--- config.mk ---
export PLATFORM = sky130hd
export DESIGN_NAME = grc_trigger_lane
export DESIGN_NICKNAME = d
export VERILOG_FILES = /design/src/hdl/gamepad_report_conditioner_macros.svh /design/src/hdl/grc_pkg.sv /design/src/hdl/grc_trigger_lane.sv
export SDC_FILE = /design/constraint.sdc
export NUM_CORES = 1
export LEC_CHECK = 0
export ABC_AREA = 0
export ABC_CLOCK_PERIOD_IN_PS = 5150
export BUFFER_PORTS_ARGS = -buffer_cell sky130_fd_sc_hd__buf_2
export CORE_MARGIN = 2
export CORE_UTILIZATION = 35
export DETAILED_ROUTE_END_ITERATION = 6
export GPL_TIMING_DRIVEN = 0
export SLEW_MARGIN = 15
export SYNTH_ARGS = -nofsm -noshare
export SYNTH_HDL_FRONTEND = slang
export SYNTH_SLANG_ARGS = --single-unit
export TNS_END_PERCENT = 30
--- constraint.sdc ---
create_clock -name clk -period 5.15 [get_ports clk]
set_clock_uncertainty 0.2 [all_clocks]
set_input_delay 1.545 -clock clk [delete_from_list [all_inputs] [get_ports clk]]
set_output_delay 1.545 -clock clk [all_outputs]
set_load 0.01 [all_outputs]
--- src/hdl/gamepad_report_conditioner_macros.svh ---
// assertion macros shared by the gamepad report conditioner rtl
// no dependencies; the including module must provide clk and rst_n
`ifndef GAMEPAD_REPORT_CONDITIONER_MACROS_SVH
`define GAMEPAD_REPORT_CONDITIONER_MACROS_SVH
`ifndef SYNTHESIS
// same-cycle implication, sampled on clk, off during reset
`define GRC_ASSERT_IMP(label, ante, cons, msg) \
  label: assert property (@(posedge clk) disable iff (!rst_n) (ante) |-> (cons)) \
    else $error(msg);
// next-cycle implication, sampled on clk, off during reset
`define GRC_ASSERT_NXT(label, ante, cons, msg) \
  label: assert property (@(posedge clk) disable iff (!rst_n) (ante) |=> (cons)) \
    else $error(msg);
`else
`define GRC_ASSERT_IMP(label, ante, cons, msg)
`define GRC_ASSERT_NXT(label, ante, cons, msg)
`endif
`endif

--- src/hdl/grc_pkg.sv ---
// shared types and constants of the gamepad report conditioner
// no dependencies
`timescale 1ns / 1ps
package grc_pkg;

  localparam int unsigned PLAYER_COUNT_DEF = 4;
  localparam logic [14:0] FULL_SCALE       = 15'h7FFF;
  localparam logic [7:0]  TRIGGER_MAX      = 8'hFF;

  // configuration reset values
  localparam logic [14:0] LEFT_DZ_RST  = 15'd7849;
  localparam logic [14:0] RIGHT_DZ_RST = 15'd8689;
  localparam logic [7:0]  TRIG_TH_RST  = 8'd30;

  // configuration register indexes (byte address / 4)
  localparam logic [1:0] REG_LEFT_DZ  = 2'd0;
  localparam logic [1:0] REG_RIGHT_DZ = 2'd1;
  localparam logic [1:0] REG_TRIG_TH  = 2'd2;

  // stick lane sequencer
  typedef enum logic [3:0] {
    ST_IDLE, ST_SQR, ST_SUM, ST_ROOT, ST_CHK, ST_MUL, ST_DIVI, ST_DIV, ST_RES
  } grc_stk_state_t;

  // top level sequencer
  typedef enum logic [0:0] {
    S_IDLE, S_RUN
  } grc_top_state_t;

  // stick lane status and result
  typedef struct packed {
    logic        busy;
    logic [15:0] x_level;
    logic [15:0] y_level;
  } grc_stick_res_t;

  // trigger lane status and result
  typedef struct packed {
    logic        busy;
    logic [14:0] level;
  } grc_trig_res_t;

endpackage

--- src/hdl/grc_trigger_lane.sv ---
// trigger lane: threshold deadzone and rescale by restoring division
// depends on grc_pkg
`timescale 1ns / 1ps
module grc_trigger_lane
  import grc_pkg::*;
(
  input  logic          clk,
  input  logic          rst_n,
  input  logic          start,
  input  logic [7:0]    raw,
  input  logic [7:0]    threshold,
  output grc_trig_res_t res
);

  logic        busy_r;
  logic [3:0]  cnt_r;
  logic [7:0]  rem_r;
  logic [7:0]  den_r;
  logic [14:0] q_r;
  logic        zero_r;
  logic        sat_r;
  logic [14:0] level_r;
  logic [8:0]  rem2;

  assign rem2 = {rem_r, 1'b0};

  // control
  always_ff @(posedge clk) begin
    if (!rst_n) begin
      busy_r <= 1'b0;
      cnt_r  <= 4'd0;
    end else if (start) begin
      busy_r <= 1'b1;
      cnt_r  <= 4'd14;
    end else if (busy_r) begin
      cnt_r <= cnt_r - 4'd1;
      if (cnt_r == 4'd0) begin
        busy_r <= 1'b0;
      end
    end
  end

  // one quotient bit per cycle; remainder stays below the divisor while threshold < raw < 255
  always_ff @(posedge clk) begin
    if (start) begin
      zero_r <= !(raw > threshold);
      sat_r  <= (raw == TRIGGER_MAX);
      rem_r  <= raw - threshold;
      den_r  <= TRIGGER_MAX - threshold;
      q_r    <= 15'd0;
    end else if (busy_r) begin
      if (rem2 >= {1'b0, den_r}) begin
        rem_r <= 8'(rem2 - {1'b0, den_r});
        q_r   <= {q_r[13:0], 1'b1};
      end else begin
        rem_r <= rem2[7:0];
        q_r   <= {q_r[13:0], 1'b0};
      end
      if (cnt_r == 4'd0) begin
        level_r <= zero_r ? 15'd0 : (sat_r ? FULL_SCALE : {q_r[13:0], rem2 >= {1'b0, den_r}});
      end
    end
  end

  assign res.busy  = busy_r;
  assign res.level = level_r;

endmodule

---- Word level (Yosys, flattened, before mapping) ----
Index checks and enable logic that the tools add are counted.
word-level totals
  input bits .............................. 19
  register bits ........................... 52
  output and inout port bits .............. 16
cells by class
  reduce and logical (&&, ||, !) cells .... 5
  mux-type cells .......................... 10
  equality and inequality tests ........... 1
  bitwise operators ....................... 2
  $lt $le $gt $ge ......................... 2
  $add $sub $neg .......................... 4
operators by type and width
  kind                                                                 number
  8-bit 2-to-1 mux                                                     3
  8-bit subtractor                                                     2
  15-bit 2-to-1 mux                                                    1
  9-bit by 8-bit greater-or-equal comparator with 1-bit output         1
  8-bit equality test (second input constant)                          1
  8-bit > comparator                                                   1
  4-bit 2-to-1 mux                                                     2
  8-bit subtractor (first input constant)                              1
  4-bit logical NOT                                                    1
  1-bit 2-to-1 mux                                                     4
  4-bit by 1-bit subtractor with 4-bit output (second input constant)  1
  3-bit AND reduction                                                  1
  1-bit NOT                                                            2
  2-bit nonzero test                                                   1
  2-bit OR reduction                                                   1
  1-bit logical NOT                                                    1

---- Depth between registers and ports, before layout ----
  word-level depth ........................ 4
  mapped depth ............................ 9
  depth with buffers taken out ............ 9

---- Worst setup path after synthesis ----
Ideal clock, no wire load.
  path type ............................... input-to-reg
  start ................................... in start
  end ..................................... reg level_r[0] (enable)
  stages .................................. 3
  arrival time ............................ 3.004 ns
  path slack .............................. 1.540 ns
  library setup time ...................... 0.406 ns
  required time ........................... 4.544 ns
  buffers on the path ..................... 2
  cells stage by stage .................... buf_2 > clkbuf_1 > nor3_1
on the way
  word-level cells in the longest chain between the ends .. 2
ends and longest elaborated chain
  element                        RTL line                source
  start, declared                grc_trigger_lane.sv:9   input logic start,
  1-bit NOT (no line)            n/a
  3-bit AND reduction (no line)  n/a
  end signal, assigned           grc_trigger_lane.sv:60  level_r <= zero_r ? 15'd0 : (sat_r ? FULL_SCALE : {q_r[13:0], rem2 >= {1'b0, den_r}});
  end, declared                  grc_trigger_lane.sv:22  logic [14:0] level_r;
No other way between the ends.
A chain may end at the register's enable or synchronous reset.

---- Worst setup path in the final report ----
  start ................................... in raw[0]
  end ..................................... reg rem_r[6] (data pin)
on the way
  word-level cells in the longest chain between the ends .. 2
ends and longest elaborated chain
  element               RTL line                source
  start, declared       grc_trigger_lane.sv:10  input logic [7:0] raw,
  8-bit subtractor      grc_trigger_lane.sv:48  rem_r <= raw - threshold;
  8-bit 2-to-1 mux      grc_trigger_lane.sv:45  if (start) begin
  end signal, assigned  grc_trigger_lane.sv:48
  end signal, assigned  grc_trigger_lane.sv:53  rem_r <= 8'(rem2 - {1'b0, den_r});
  end signal, assigned  grc_trigger_lane.sv:56  rem_r <= rem2[7:0];
  end, declared         grc_trigger_lane.sv:17  logic [7:0] rem_r;
No other way between the ends.

==> impl_metrics.json <==
{
  "io_pins": 35,
  "cts_setup_buffers": 0,
  "initial_core_util": 0.3570,
  "powerDensity_nw_per_um2": 336.8,
  "layout_setup_ws_ns": 1.828,
  "synthDistinctLibCells": 50,
  "cp_slowest_cell": "fa_1",
  "synth-simple-area-share": 0.1659,
  "synthFlopType": "edfxtp_1",
  "syn_area_um2": 2904,
  "maxCapViolCount": 0,
  "cts_root_buffer": "clkbuf_8",
  "hpwl_mm": 4.619,
  "synthTopCellsByArea": "edfxtp_1, dfxtp_1, ha_1",
  "grt_max_degree": 18,
  "ys_ff_latch": 52,
  "firstDrtPassIters": 4,
  "viasPerCell": 4.929,
  "numPortBuffers": 34,
  "fp.dieW_um": 95.09,
  "num_vias": 2164,
  "clockBufferDepth": 2,
  "synth-compound-area-share": 0.1456,
  "synth_top_area_frac": 0.3412,
  "fin_nets": 372,
  "synth_xor_area_frac": 0.02111,
  "clk_pin_slew_ns": 0.10,
  "crit_buf_inv": 3,
  "cp.arrival_ns": 3.29,
  "yosysSeqAreaShare": 0.4722,
  "yosysTopAreaCell": "edfxtp_1",
  "drtIter0Drc": 78,
  "synth-adder-area-share": 0.09134,
  "synthArstFlopShare": 0,
  "finalMaxSlewViolations": 0,
  "antennaDiodeCount": 0,
  "place_congestion": 0.8519,
  "tns_ns": 0,
  "syn2layout_area_growth_pct": 13.87,
  "clock-sinks": 52,
  "clock_latency_ns": 0.30,
  "synth_top_family_by_area": "simple AND/OR/NAND/NOR gates",
  "fin_crit_ns": 3.322,
  "place_ws_ns": 1.486,
  "status": "complete, no violations",
  "critPathMaxFanout": 3,
  "coreArea_um2": 8134,
  "critPathLaunchType": "input port",
  "ir_drop_mv": 0.1451,
  "slew_headroom": 0.5558,
  "ctsHoldBuffers": 0,
  "overflow": 0,
  "grt_usage": 0.1401,
  "final_antenna_net_count": 0,
  "postLayoutCellArea_um2": 3307,
  "synthMostInstantiatedCell": "nor2_1",
  "finalWirelength_mm": 6.003,
  "synth_edf_count": 33,
  "syn_avg_cell_area_um2": 9.980,
  "hold_viol": 0,
  "grt_pass1_vias": 2107,
  "synth_cells": 291,
  "max_stage_delay_ns": 0.42,
  "die_y_um": 95.09,
  "hp-class": "flop to flop",
  "postPlaceCellArea_um2": 3218,
  "holdWs_ns": 0.3135,
  "cts_resized": 0,
  "antenna_found_initial": 0,
  "cp-end-kind": "flop",
  "crit_path_cell_trace": "buf_2, inv_1, ha_1, inv_1, fa_1, a211oi_1, o21ai_0, and3_1, o21ai_0, o31a_1",
  "critical_path_class": "input port to flop",
  "post-route-period-util": 0.6451,
  "nFillCells": 806,
  "worstMarginPinSlew_ns": 0.6664,
  "finalPower_mw": 1.114,
  "drive_above_1_share": 0.1766,
  "rsz0062_at_grt": "no",
  "synth.net_count": 330,
  "critical_path_required_ns": 5.12,
  "rows": 33,
  "synth_commonest_cells": "nor2_1, edfxtp_1, inv_1",
  "htree_levels": 2,
  "grt_pass1_wl_mm": 9.867,
  "drc": 0,
  "cts_buffers": 5,
  "dieArea_um2": 9042,
  "synth_mux_area_frac": 0.05515,
  "p_leak_nw": 1.394,
  "cp_top_family": "compound AO/OA/AOI/OAI gates",
  "setup_violations": 0,
  "yosysWarnings": 0,
  "cts_tree": "yes",
  "avgRoutedWirePerCell_um": 13.67,
  "fmax_mhz": 301.0
}
routing by layer:
metal,wire [um],GRT usage
met1,2873,0.1851
met2,2932,0.2400
met3,117,0.02055
met4,80,0.03744
met5,0,0
sequential cells by signal, indices dropped and copies added (netlist names):
register / count
busy_r: 1
cnt_r: 4
den_r: 8
level_r: 15
q_r: 14
rem_r: 8
sat_r: 1
zero_r: 1
placed cells by master (no fill, tap or decap), types with 2 or more instances in the layout:
| cell | netlist | final |
|---|---|---|
| dfxtp_1 | 19 | 19 |
| buf_1 | 3 | 3 |
| buf_4 | 1 | 2 |
| nand3_1 | 3 | 3 |
| o21ai_0 | 10 | 10 |
| nor3_1 | 7 | 6 |
| clkbuf_1 | 4 | 4 |
| o22ai_1 | 3 | 3 |
| fa_1 | 2 | 2 |
| nand2_1 | 12 | 12 |
| a211oi_1 | 4 | 4 |
| o211ai_1 | 2 | 2 |
| buf_2 | 2 | 36 |
| inv_1 | 23 | 23 |
| xor2_1 | 4 | 4 |
| a21o_1 | 3 | 3 |
| a31oi_1 | 3 | 3 |
| edfxtp_1 | 33 | 33 |
| nand2b_1 | 9 | 9 |
| nor2_1 | 58 | 58 |
| mux2i_1 | 16 | 16 |
| and3_1 | 3 | 3 |
| o21a_1 | 2 | 2 |
| o31a_1 | 3 | 3 |
| a21boi_0 | 4 | 4 |
| or2_2 | 3 | 3 |
| and2b_2 | 2 | 2 |
| ha_1 | 18 | 18 |
| xnor2_1 | 3 | 3 |
| clkbuf_8 | 0 | 5 |
| nand4_1 | 5 | 5 |
| a21oi_1 | 8 | 8 |
path summary, 6_finish.rpt:
| path | from | endpoint | slack, ns | depth (start not counted) |
|---|---|---|---|---|
| setup / recovery | raw[0] | rem_r[6] | 1.83 | 10 |
| hold / removal | q_r[13] | q_r[13] | 0.31 | 2 |
| setup reg to reg | rem_r[1] | rem_r[7] | 2.57 | 6 |
| hold reg to reg | q_r[13] | q_r[13] | 0.31 | 2 |
logic make-up (layout without fill, tap and decap cells):
| family | after synthesis | in the layout |
|---|---|---|
| compound gates | 57 | 57 |
| flops | 52 | 52 |
| buf+inv | 34 | 77 |
| simple gates | 105 | 105 |
| xor+xnor | 7 | 7 |
| fa+ha+maj | 20 | 20 |
| mux | 16 | 16 |
report_power, final:
group | internal, mW | switching, mW | leakage, nW
combinational | 0.159 | 0.210 | 0.875
sequential | 0.486 | 0.0197 | 0.470
clock | 0.0973 | 0.142 | 0.0489
stage by stage:
stage | instances | util
2_1_floorplan | 291 | -
3_3_place_gp | 430 | 0.3941
3_5_place_dp | 431 | 0.3956
4_1_cts | 439 | 0.4066
5_1_grt | 439 | 0.4066
6_report | 439 | 0.4066
worst register-to-register path, cell delays in order (launching register included):
cell,delay [ns]
edfxtp_1,0.41
ha_1,0.38
o21a_1,0.14
a21bo_1,0.21
a21oi_1,0.40
nor2_1,0.20
a311o_1,0.38
layout make-up:
class / instances / area, um^2 / share of cell area
clock inverter: 3 / 20.02 / 0.006054
tap: 105 / 131.4 / 0.03973
timing repair buffer: 35 / 177.7 / 0.05373
buffer: 11 / 55.05 / 0.01665
inverter: 23 / 86.33 / 0.02611
clock buffer: 5 / 68.82 / 0.02081
sequential: 52 / 1371 / 0.4147
multi-input combinational: 205 / 1396 / 0.4222
Note: power is estimated with default switching activity, not from simulation.
