===== src/hdl/gamepad_report_conditioner_macros.svh =====
// assertion macros shared by the gamepad report conditioner rtl
// no dependencies; the including module must provide clk and rst_n
`ifndef GAMEPAD_REPORT_CONDITIONER_MACROS_SVH
`define GAMEPAD_REPORT_CONDITIONER_MACROS_SVH
`ifndef SYNTHESIS
// same-cycle implication, sampled on clk, off during reset
`define GRC_ASSERT_IMP(label, ante, cons, msg) \
  label: assert property (@(posedge clk) disable iff (!rst_n) (ante) |-> (cons)) \
    else $error(msg);
// next-cycle implication, sampled on clk, off during reset
`define GRC_ASSERT_NXT(label, ante, cons, msg) \
  label: assert property (@(posedge clk) disable iff (!rst_n) (ante) |=> (cons)) \
    else $error(msg);
`else
`define GRC_ASSERT_IMP(label, ante, cons, msg)
`define GRC_ASSERT_NXT(label, ante, cons, msg)
`endif
`endif


===== src/hdl/grc_pkg.sv =====
// shared types and constants of the gamepad report conditioner
// no dependencies
`timescale 1ns / 1ps
package grc_pkg;

  localparam int unsigned PLAYER_COUNT_DEF = 4;
  localparam logic [14:0] FULL_SCALE       = 15'h7FFF;
  localparam logic [7:0]  TRIGGER_MAX      = 8'hFF;

  // configuration reset values
  localparam logic [14:0] LEFT_DZ_RST  = 15'd7849;
  localparam logic [14:0] RIGHT_DZ_RST = 15'd8689;
  localparam logic [7:0]  TRIG_TH_RST  = 8'd30;

  // configuration register indexes (byte address / 4)
  localparam logic [1:0] REG_LEFT_DZ  = 2'd0;
  localparam logic [1:0] REG_RIGHT_DZ = 2'd1;
  localparam logic [1:0] REG_TRIG_TH  = 2'd2;

  // stick lane sequencer
  typedef enum logic [3:0] {
    ST_IDLE, ST_SQR, ST_SUM, ST_ROOT, ST_CHK, ST_MUL, ST_DIVI, ST_DIV, ST_RES
  } grc_stk_state_t;

  // top level sequencer
  typedef enum logic [0:0] {
    S_IDLE, S_RUN
  } grc_top_state_t;

  // stick lane status and result
  typedef struct packed {
    logic        busy;
    logic [15:0] x_level;
    logic [15:0] y_level;
  } grc_stick_res_t;

  // trigger lane status and result
  typedef struct packed {
    logic        busy;
    logic [14:0] level;
  } grc_trig_res_t;

endpackage


===== src/hdl/grc_stick_lane.sv =====
// stick lane: radial deadzone with iterative square root and two dividers
// depends on grc_pkg
`timescale 1ns / 1ps
module grc_stick_lane
  import grc_pkg::*;
(
  input  logic                clk,
  input  logic                rst_n,
  input  logic                start,
  input  logic signed [15:0]  x,
  input  logic signed [15:0]  y,
  input  logic [14:0]         deadzone,
  output grc_stick_res_t      res
);

  grc_stk_state_t state_r, state_nxt;
  logic [4:0]        cnt_r;
  logic [1:0][15:0]  a_r;
  logic [1:0]        neg_r;
  logic [1:0][31:0]  sq_r;
  logic [29:0]       dzsq_r;
  logic [29:0]       den_r;
  logic [31:0]       ssum_r;
  logic [31:0]       srem_r;
  logic [31:0]       root_r;
  logic [31:0]       bit_r;
  logic [14:0]       d_r;
  logic [1:0][30:0]  prod_r;
  logic [1:0][45:0]  rem_r;
  logic [46:0]       dv_r;
  logic [1:0][16:0]  q_r;
  logic [1:0]        ovf_r;
  logic [1:0][15:0]  lvl_r;
  logic [14:0]       dzc;
  logic [31:0]       trial;
  logic [14:0]       mag;
  logic              zero;
  logic [1:0][16:0]  qc;

  assign dzc   = FULL_SCALE - deadzone;
  assign trial = root_r + bit_r;
  assign mag   = (root_r > 32'(FULL_SCALE)) ? FULL_SCALE : root_r[14:0];
  assign zero  = (ssum_r <= {2'b00, dzsq_r}) || (mag <= deadzone) ||
                 (deadzone == FULL_SCALE);

  // next state
  always_comb begin
    state_nxt = state_r;
    unique case (state_r)
      ST_IDLE: if (start) state_nxt = ST_SQR;
      ST_SQR:  state_nxt = ST_SUM;
      ST_SUM:  state_nxt = ST_ROOT;
      ST_ROOT: if (cnt_r == 5'd0) state_nxt = ST_CHK;
      ST_CHK:  state_nxt = zero ? ST_IDLE : ST_MUL;
      ST_MUL:  state_nxt = ST_DIVI;
      ST_DIVI: state_nxt = ST_DIV;
      ST_DIV:  if (cnt_r == 5'd0) state_nxt = ST_RES;
      ST_RES:  state_nxt = ST_IDLE;
      default: state_nxt = ST_IDLE;
    endcase
  end

  // outputs
  always_comb begin
    res.busy    = (state_r != ST_IDLE);
    res.x_level = lvl_r[0];
    res.y_level = lvl_r[1];
  end

  always_ff @(posedge clk) begin
    if (!rst_n) begin
      state_r <= ST_IDLE;
    end else begin
      state_r <= state_nxt;
    end
  end

  // saturated quotients, -1.0 floor for negative axes
  always_comb begin
    for (int k = 0; k < 2; k++) begin
      if (neg_r[k]) begin
        qc[k] = (ovf_r[k] || q_r[k] > 17'd32768) ? 17'd32768 : q_r[k];
      end else begin
        qc[k] = (ovf_r[k] || q_r[k] > 17'd32767) ? 17'd32767 : q_r[k];
      end
    end
  end

  // datapath
  always_ff @(posedge clk) begin
    case (state_r)
      ST_IDLE: begin
        if (start) begin
          a_r[0]   <= x[15] ? 16'(-x) : 16'(x);
          a_r[1]   <= y[15] ? 16'(-y) : 16'(y);
          neg_r[0] <= x[15];
          neg_r[1] <= y[15];
        end
      end
      ST_SQR: begin
        for (int k = 0; k < 2; k++) begin
          sq_r[k] <= 32'(a_r[k]) * 32'(a_r[k]);
        end
        dzsq_r <= 30'(deadzone) * 30'(deadzone);
        den_r  <= 30'({dzc, 15'd0}) - 30'(dzc);
      end
      ST_SUM: begin
        ssum_r <= sq_r[0] + sq_r[1];
        srem_r <= sq_r[0] + sq_r[1];
        root_r <= 32'd0;
        bit_r  <= 32'h4000_0000;
        cnt_r  <= 5'd15;
      end
      // two radicand bits per step, one root bit
      ST_ROOT: begin
        if (srem_r >= trial) begin
          srem_r <= srem_r - trial;
          root_r <= (root_r >> 1) + bit_r;
        end else begin
          root_r <= root_r >> 1;
        end
        bit_r <= bit_r >> 2;
        cnt_r <= cnt_r - 5'd1;
      end
      ST_CHK: begin
        d_r <= mag - deadzone;
        if (zero) begin
          lvl_r <= '0;
        end
      end
      ST_MUL: begin
        for (int k = 0; k < 2; k++) begin
          prod_r[k] <= 31'(a_r[k]) * 31'(d_r);
        end
      end
      ST_DIVI: begin
        for (int k = 0; k < 2; k++) begin
          rem_r[k] <= {prod_r[k], 15'd0};
          ovf_r[k] <= {1'b0, prod_r[k], 15'd0} >= {den_r, 17'd0};
          q_r[k]   <= 17'd0;
        end
        dv_r  <= {1'b0, den_r, 16'd0};
        cnt_r <= 5'd16;
      end
      // restoring division, both axes side by side
      ST_DIV: begin
        for (int k = 0; k < 2; k++) begin
          if ({1'b0, rem_r[k]} >= dv_r) begin
            rem_r[k] <= 46'({1'b0, rem_r[k]} - dv_r);
            q_r[k]   <= {q_r[k][15:0], 1'b1};
          end else begin
            q_r[k] <= {q_r[k][15:0], 1'b0};
          end
        end
        dv_r  <= dv_r >> 1;
        cnt_r <= cnt_r - 5'd1;
      end
      ST_RES: begin
        for (int k = 0; k < 2; k++) begin
          lvl_r[k] <= neg_r[k] ? 16'(16'd0 - qc[k][15:0]) : qc[k][15:0];
        end
      end
      default: begin
      end
    endcase
  end

endmodule


===== config.mk =====
export PLATFORM = sky130hd
export DESIGN_NAME = grc_stick_lane
export DESIGN_NICKNAME = d
export VERILOG_FILES = /design/src/hdl/gamepad_report_conditioner_macros.svh /design/src/hdl/grc_pkg.sv /design/src/hdl/grc_stick_lane.sv
export SDC_FILE = /design/constraint.sdc
export NUM_CORES = 2
export LEC_CHECK = 0
export BUFFER_PORTS_ARGS = -buffer_cell sky130_fd_sc_hd__buf_2
export CAP_MARGIN = 20
export CELL_PAD_IN_SITES_DETAIL_PLACEMENT = 2
export CELL_PAD_IN_SITES_GLOBAL_PLACEMENT = 2
export CORE_UTILIZATION = 43
export DETAILED_ROUTE_END_ITERATION = 10
export GPL_TIMING_DRIVEN = 0
export PLACE_DENSITY = 0.95
export SETUP_SLACK_MARGIN = 0.5
export SLEW_MARGIN = 20
export SYNTH_ARGS = -nofsm -noshare
export SYNTH_HDL_FRONTEND = slang
export SYNTH_SLANG_ARGS = --single-unit

===== constraint.sdc =====
create_clock -name clk -period 15.6 [get_ports clk]
set_clock_uncertainty 0.05 [all_clocks]
set_input_delay 2.34 -clock clk [delete_from_list [all_inputs] [get_ports clk]]
set_output_delay 2.34 -clock clk [all_outputs]
set_load 0.01 [all_outputs]

* Word-level counts from Yosys, hierarchy flattened
Cells that the tools add are included.
** Word-level totals
- Logic and storage cells :: 124
- Output and inout port bits :: 33
- Flip-flop bits (word level) :: 579
- Input bits :: 50
** Operators by class
- Reductions and logical operators :: 20
- Eq/ne operators :: 16
- Add/sub/neg operators :: 14
- $lt $le $gt $ge :: 12
- Multiply operators :: 5
- Multiplexer cells :: 31
** Operators with widths (number)
- $pmux W32 S2 :: 4
- $ge A46 B47 Y1 :: 4
- $pmux W92 S2 :: 1
- $mux W16 :: 8
- $mux W32 :: 3
- $pmux W47 S2 :: 1
- $mux W46 :: 2
- $sub A46 B46 Y46 :: 2
- $pmux W34 S2 :: 1
- $add A32 B32 Y32 :: 2
- $mul A16 B16 Y32 :: 2
- $mul A16 B15 Y31 :: 2
- $mux W15 :: 3
- $gt A17 B15 Y1 const B :: 2
- $gt A17 B16 Y1 const B :: 2
- $add A31 B32 Y32 :: 1
- $ge A32 B32 Y1 :: 1
- $gt A32 B15 Y1 const B :: 1
- $le A32 B30 Y1 :: 1
- $neg A16 Y16 :: 2
- $pmux W4 S8 :: 1
- $sub A1 B16 Y16 const A :: 2
- $sub A32 B32 Y32 :: 1
- $mul A15 B15 Y30 :: 1
- 24 further kinds :: 48

* Logic depth before layout (Yosys ltp)
- Depth in word-level cells :: 7
- Gate-level depth with buffers :: 28
- Mapped depth without buffers :: 26

* Worst setup path after synthesis
No wires, ideal clock.
- Path type :: reg-to-reg
- Start :: reg state_r[0]
- End :: reg den_r[0], enable pin
- Required time :: 14.652 ns
- Arrival :: 12.116 ns
- Setup time :: 0.898 ns
- Path slack :: 2.536 ns
- Clock period less this slack :: 13.064 ns
- Stages on the path, launching flop included :: 4
- Path buffers :: 1
- Cells stage by stage :: dfxtp_1 > clkbuf_1 > inv_1 > nor4_1
** On the way
- Word-level cells in the longest chain between the ends :: 1
** Ends and longest elaborated chain
- start, declared :: RTL line grc_stick_lane.sv:16 : grc_stk_state_t state_r, state_nxt;
- start signal, assigned :: RTL line grc_stick_lane.sv:74 : state_r <= state_nxt;
- $eq A4 B1 Y1 :: RTL line grc_stick_lane.sv:91 : case (state_r)
- end signal, assigned :: RTL line grc_stick_lane.sv:105 : den_r <= 30'({dzc, 15'd0}) - 30'(dzc);
- end, declared :: RTL line grc_stick_lane.sv:22 : logic [29:0] den_r;
Every way passes these cells.
A chain may end at the register's enable or synchronous reset.

* Worst setup path in the final report
- Start :: in deadzone[7]
- End :: reg dzsq_r[22] (data pin)
** On the way
- Word-level cells in the longest chain between the ends :: 1
** Ends and longest elaborated chain
- start, declared :: RTL line grc_stick_lane.sv:12 : input logic [14:0] deadzone,
- $mul A15 B15 Y30 :: RTL line grc_stick_lane.sv:104 : dzsq_r <= 30'(deadzone) * 30'(deadzone);
- end signal, assigned :: RTL line grc_stick_lane.sv:104
- end, declared :: RTL line grc_stick_lane.sv:21 : logic [29:0] dzsq_r;
Every way passes these cells.

==> results_dict.tcl <==
set metrics [dict create \
    core_area_um2 159000 \
    synth.avg_cell_area_um2 9.49 \
    antenna_found_initial 39 \
    finalSetupViolCount 0 \
    first_pass_iters 6 \
    yosysWarningCount 0 \
    syn_nets 8951 \
    synth_area_leader_cell "edfxtp_1" \
    cts_buffers 74 \
    cts.repair.resized 0 \
    die_x_um 403 \
    slowest_stage "clkinv_1" \
    syn2layout_area_growth_pct 8.83 \
    ff2ff_path_depth 26 \
    postRouteAntennaNets 0 \
    start_util 0.436 \
    ys.flop_type "edfxtp_1" \
    portBuffers 75 \
    critPathBufInv 9 \
    gp_congestion 0.950 \
    synth-seq-cells 559 \
    path_depth 26 \
    drtIter0Drc 6602 \
    required_ps 16030 \
    rsz0062_at_grt "false" \
    worstMarginPinSlew_ps 1310 \
    grt_usage 0.457 \
    fin_nets 9141 \
    setup_tns_ps 0 \
    stdcell_area_um2 75400 \
    fmax_ghz 0.0976 \
    min_path_type "reg -> reg" \
    layout-drive-gt1-share 0.0408 \
    grt-ovfl-total 0 \
    synth_edf_count 555 \
    max_cap_viol_count 0 \
    final-hold-violation-count 0 \
    cts_num_sinks 559 \
    r2r_end "sq_r[59]" \
    insertion_delay_ps 750 \
    critPathLaunchType "input pin" \
    status "complete, no violations" \
    reg2reg_from "a_r[24]" \
    die_h_um 403 \
    grt_max_degree 58 \
    die-area_um2 163000 \
    timing_worst_setup_path_type "in -> reg" \
    arrival_ps 10680 \
    detail_route.wl_per_cell_um 38.3 \
    critPathTopFamily "adder cells" \
    fin_crit_ps 10240 \
    io_pins 83 \
    cts_setup_buffers 0 \
    yosys-top-cells-area "edfxtp_1, fa_1, ha_1" \
    rows 146 \
    hold_buffers 0 \
    vias 64300 \
    hold_end "dv_r[12]" \
    slew_headroom 0.114 \
    slew_violations 0 \
    synth_top_area_frac 0.240 \
    grt_pass1_wl_mm 539 \
    end_kind "flip-flop" \
    path_max_fanout 10 \
    final_cell_mix "inv_1, fa_1, ha_1" \
    drc 0 \
    root_buffer "clkbuf_16" \
    min_from "dv_r[13]" \
    vias_per_cell 6.61 \
    hold_depth 2 \
    ys_seq_area_frac 0.242 \
    path_clk_slew_ps 60 \
    cts_buffer_depth 3 \
    grt_pass1_vias 73900 \
    htree_num_levels 3 \
    placed_area_um2 72800 \
    wirelength_mm 372 \
    max_stage_delay_ps 810 \
    cts_tree "done" \
    syn_area_um2 69300 \
    hpwl_mm 255 \
    ys_async_sr_fraction 0 \
    final_common_cell "inv_1" \
    fin_crit_sh 0.657 \
    netlist_instances 7301 \
    reg2reg_setup_slack_ps 5410 \
    yosysUniqueCellTypes 75 \
]
==> cell usage after synthesis (9+ instances only) <==
cell      count
o21a_1       48
xnor2_1     244
o21ai_0     287
or2_2        18
a31oi_1      52
mux2_2       11
inv_1      1327
o22ai_1      10
edfxtp_1    555
xor2_1      151
o41ai_1       9
fa_1        828
nor2b_1      64
a21oi_1     308
nor4_1       23
and2_1      370
a21boi_0     17
o31ai_1      30
nand2b_1     68
ha_1        772
a31o_2       18
nand2_1     759
a21o_1      151
or3_1        29
o21bai_1     47
nor2_1      408
nand4_1      41
buf_1        10
o211ai_1     16
a311oi_1     11
nor3_1       65
a211o_1      16
a211oi_1     40
nand3_1      77
and3_1       53
clkbuf_1    227
==> logic make-up (layout without fill, tap and decap cells) <==
family          after synthesis  in the layout  share of synthesized area
simple gates               2014           2014                      0.138
buf+inv                    1576           1827                     0.0854
mux                          16             16                    0.00251
other cells                   0             25                          0
fa+ha+maj                  1600           1600                      0.379
xor+xnor                    395            395                     0.0499
flops                       559            559                      0.242
compound gates             1141           1141                      0.104
==> worst reg2reg max path, cell delays in order, from the launching register on <==
cell and delay [ps]:
edfxtp_1 500, clkbuf_1 660, clkbuf_1 830, nand2_1 300, inv_1 190, fa_1 460
inv_1 120, fa_1 430, fa_1 540, fa_1 570, inv_1 60, fa_1 500
inv_1 60, fa_1 530, inv_1 70, ha_1 410, nand3_1 220, or2_2 360
o31ai_1 590, o41ai_1 320, o311ai_0 630, a21oi_1 160, o21bai_1 320, nand2_1 140
nor2_1 150, nor2_1 80, xnor2_1 600
==> layout make-up <==
class | count | area [um^2]
plain buffers | 238 | 901
clock buffers | 81 | 1880
clock inverters | 56 | 639
repair buffers | 114 | 757
diodes | 25 | 62.6
well taps | 2146 | 2690
fillers | 16800 | 83700
inverters | 1338 | 5020
flip-flops and latches | 559 | 16700
multi-input cells | 5166 | 46700
==> worst max-delay path by stage <==
stage,start,to,slack (ps)
6_report,deadzone[7],dzsq_r[22],5360
3_3_place_gp,state_r[0],sq_r[62],-4140
4_1_cts,deadzone[7],dzsq_r[22],5680
2_1_floorplan,state_r[0],den_r[0],2540
5_1_grt,deadzone[9],dzsq_r[22],5300
3_5_place_dp,deadzone[3],dzsq_r[22],5270
==> per-stage QoR <==
stage,hold WS [ps],utilization,worst slack [ps],cells
after detailed placement,522,0.458,5270,9560
after CTS,556,0.473,5680,9697
after floorplan,374,-,2540,7301
after global routing,583,0.474,5300,9701
final,553,0.474,5360,9723
after global placement,491,0.455,-4140,9522
==> sequential cells by signal, summed over array words and instances (netlist names), 32 cells and up <==
register,count
res,32
dv_r,46
ssum_r,32
a_r,32
q_r,34
sq_r,62
prod_r,62
srem_r,32
root_r,32
rem_r,92
==> routing by layer <==
layer  up-vias  wire length [um]  global-route usage
met5         -               212                   0
met4        32             41400               0.426
met3      2397             35300               0.130
met2      5105            171000               0.734
met1     32500            124000               0.486
li1      24200                 -                   -
Power is not shown: default switching activity piles up to over one toggle a cycle in this logic, so the estimate is an artifact.
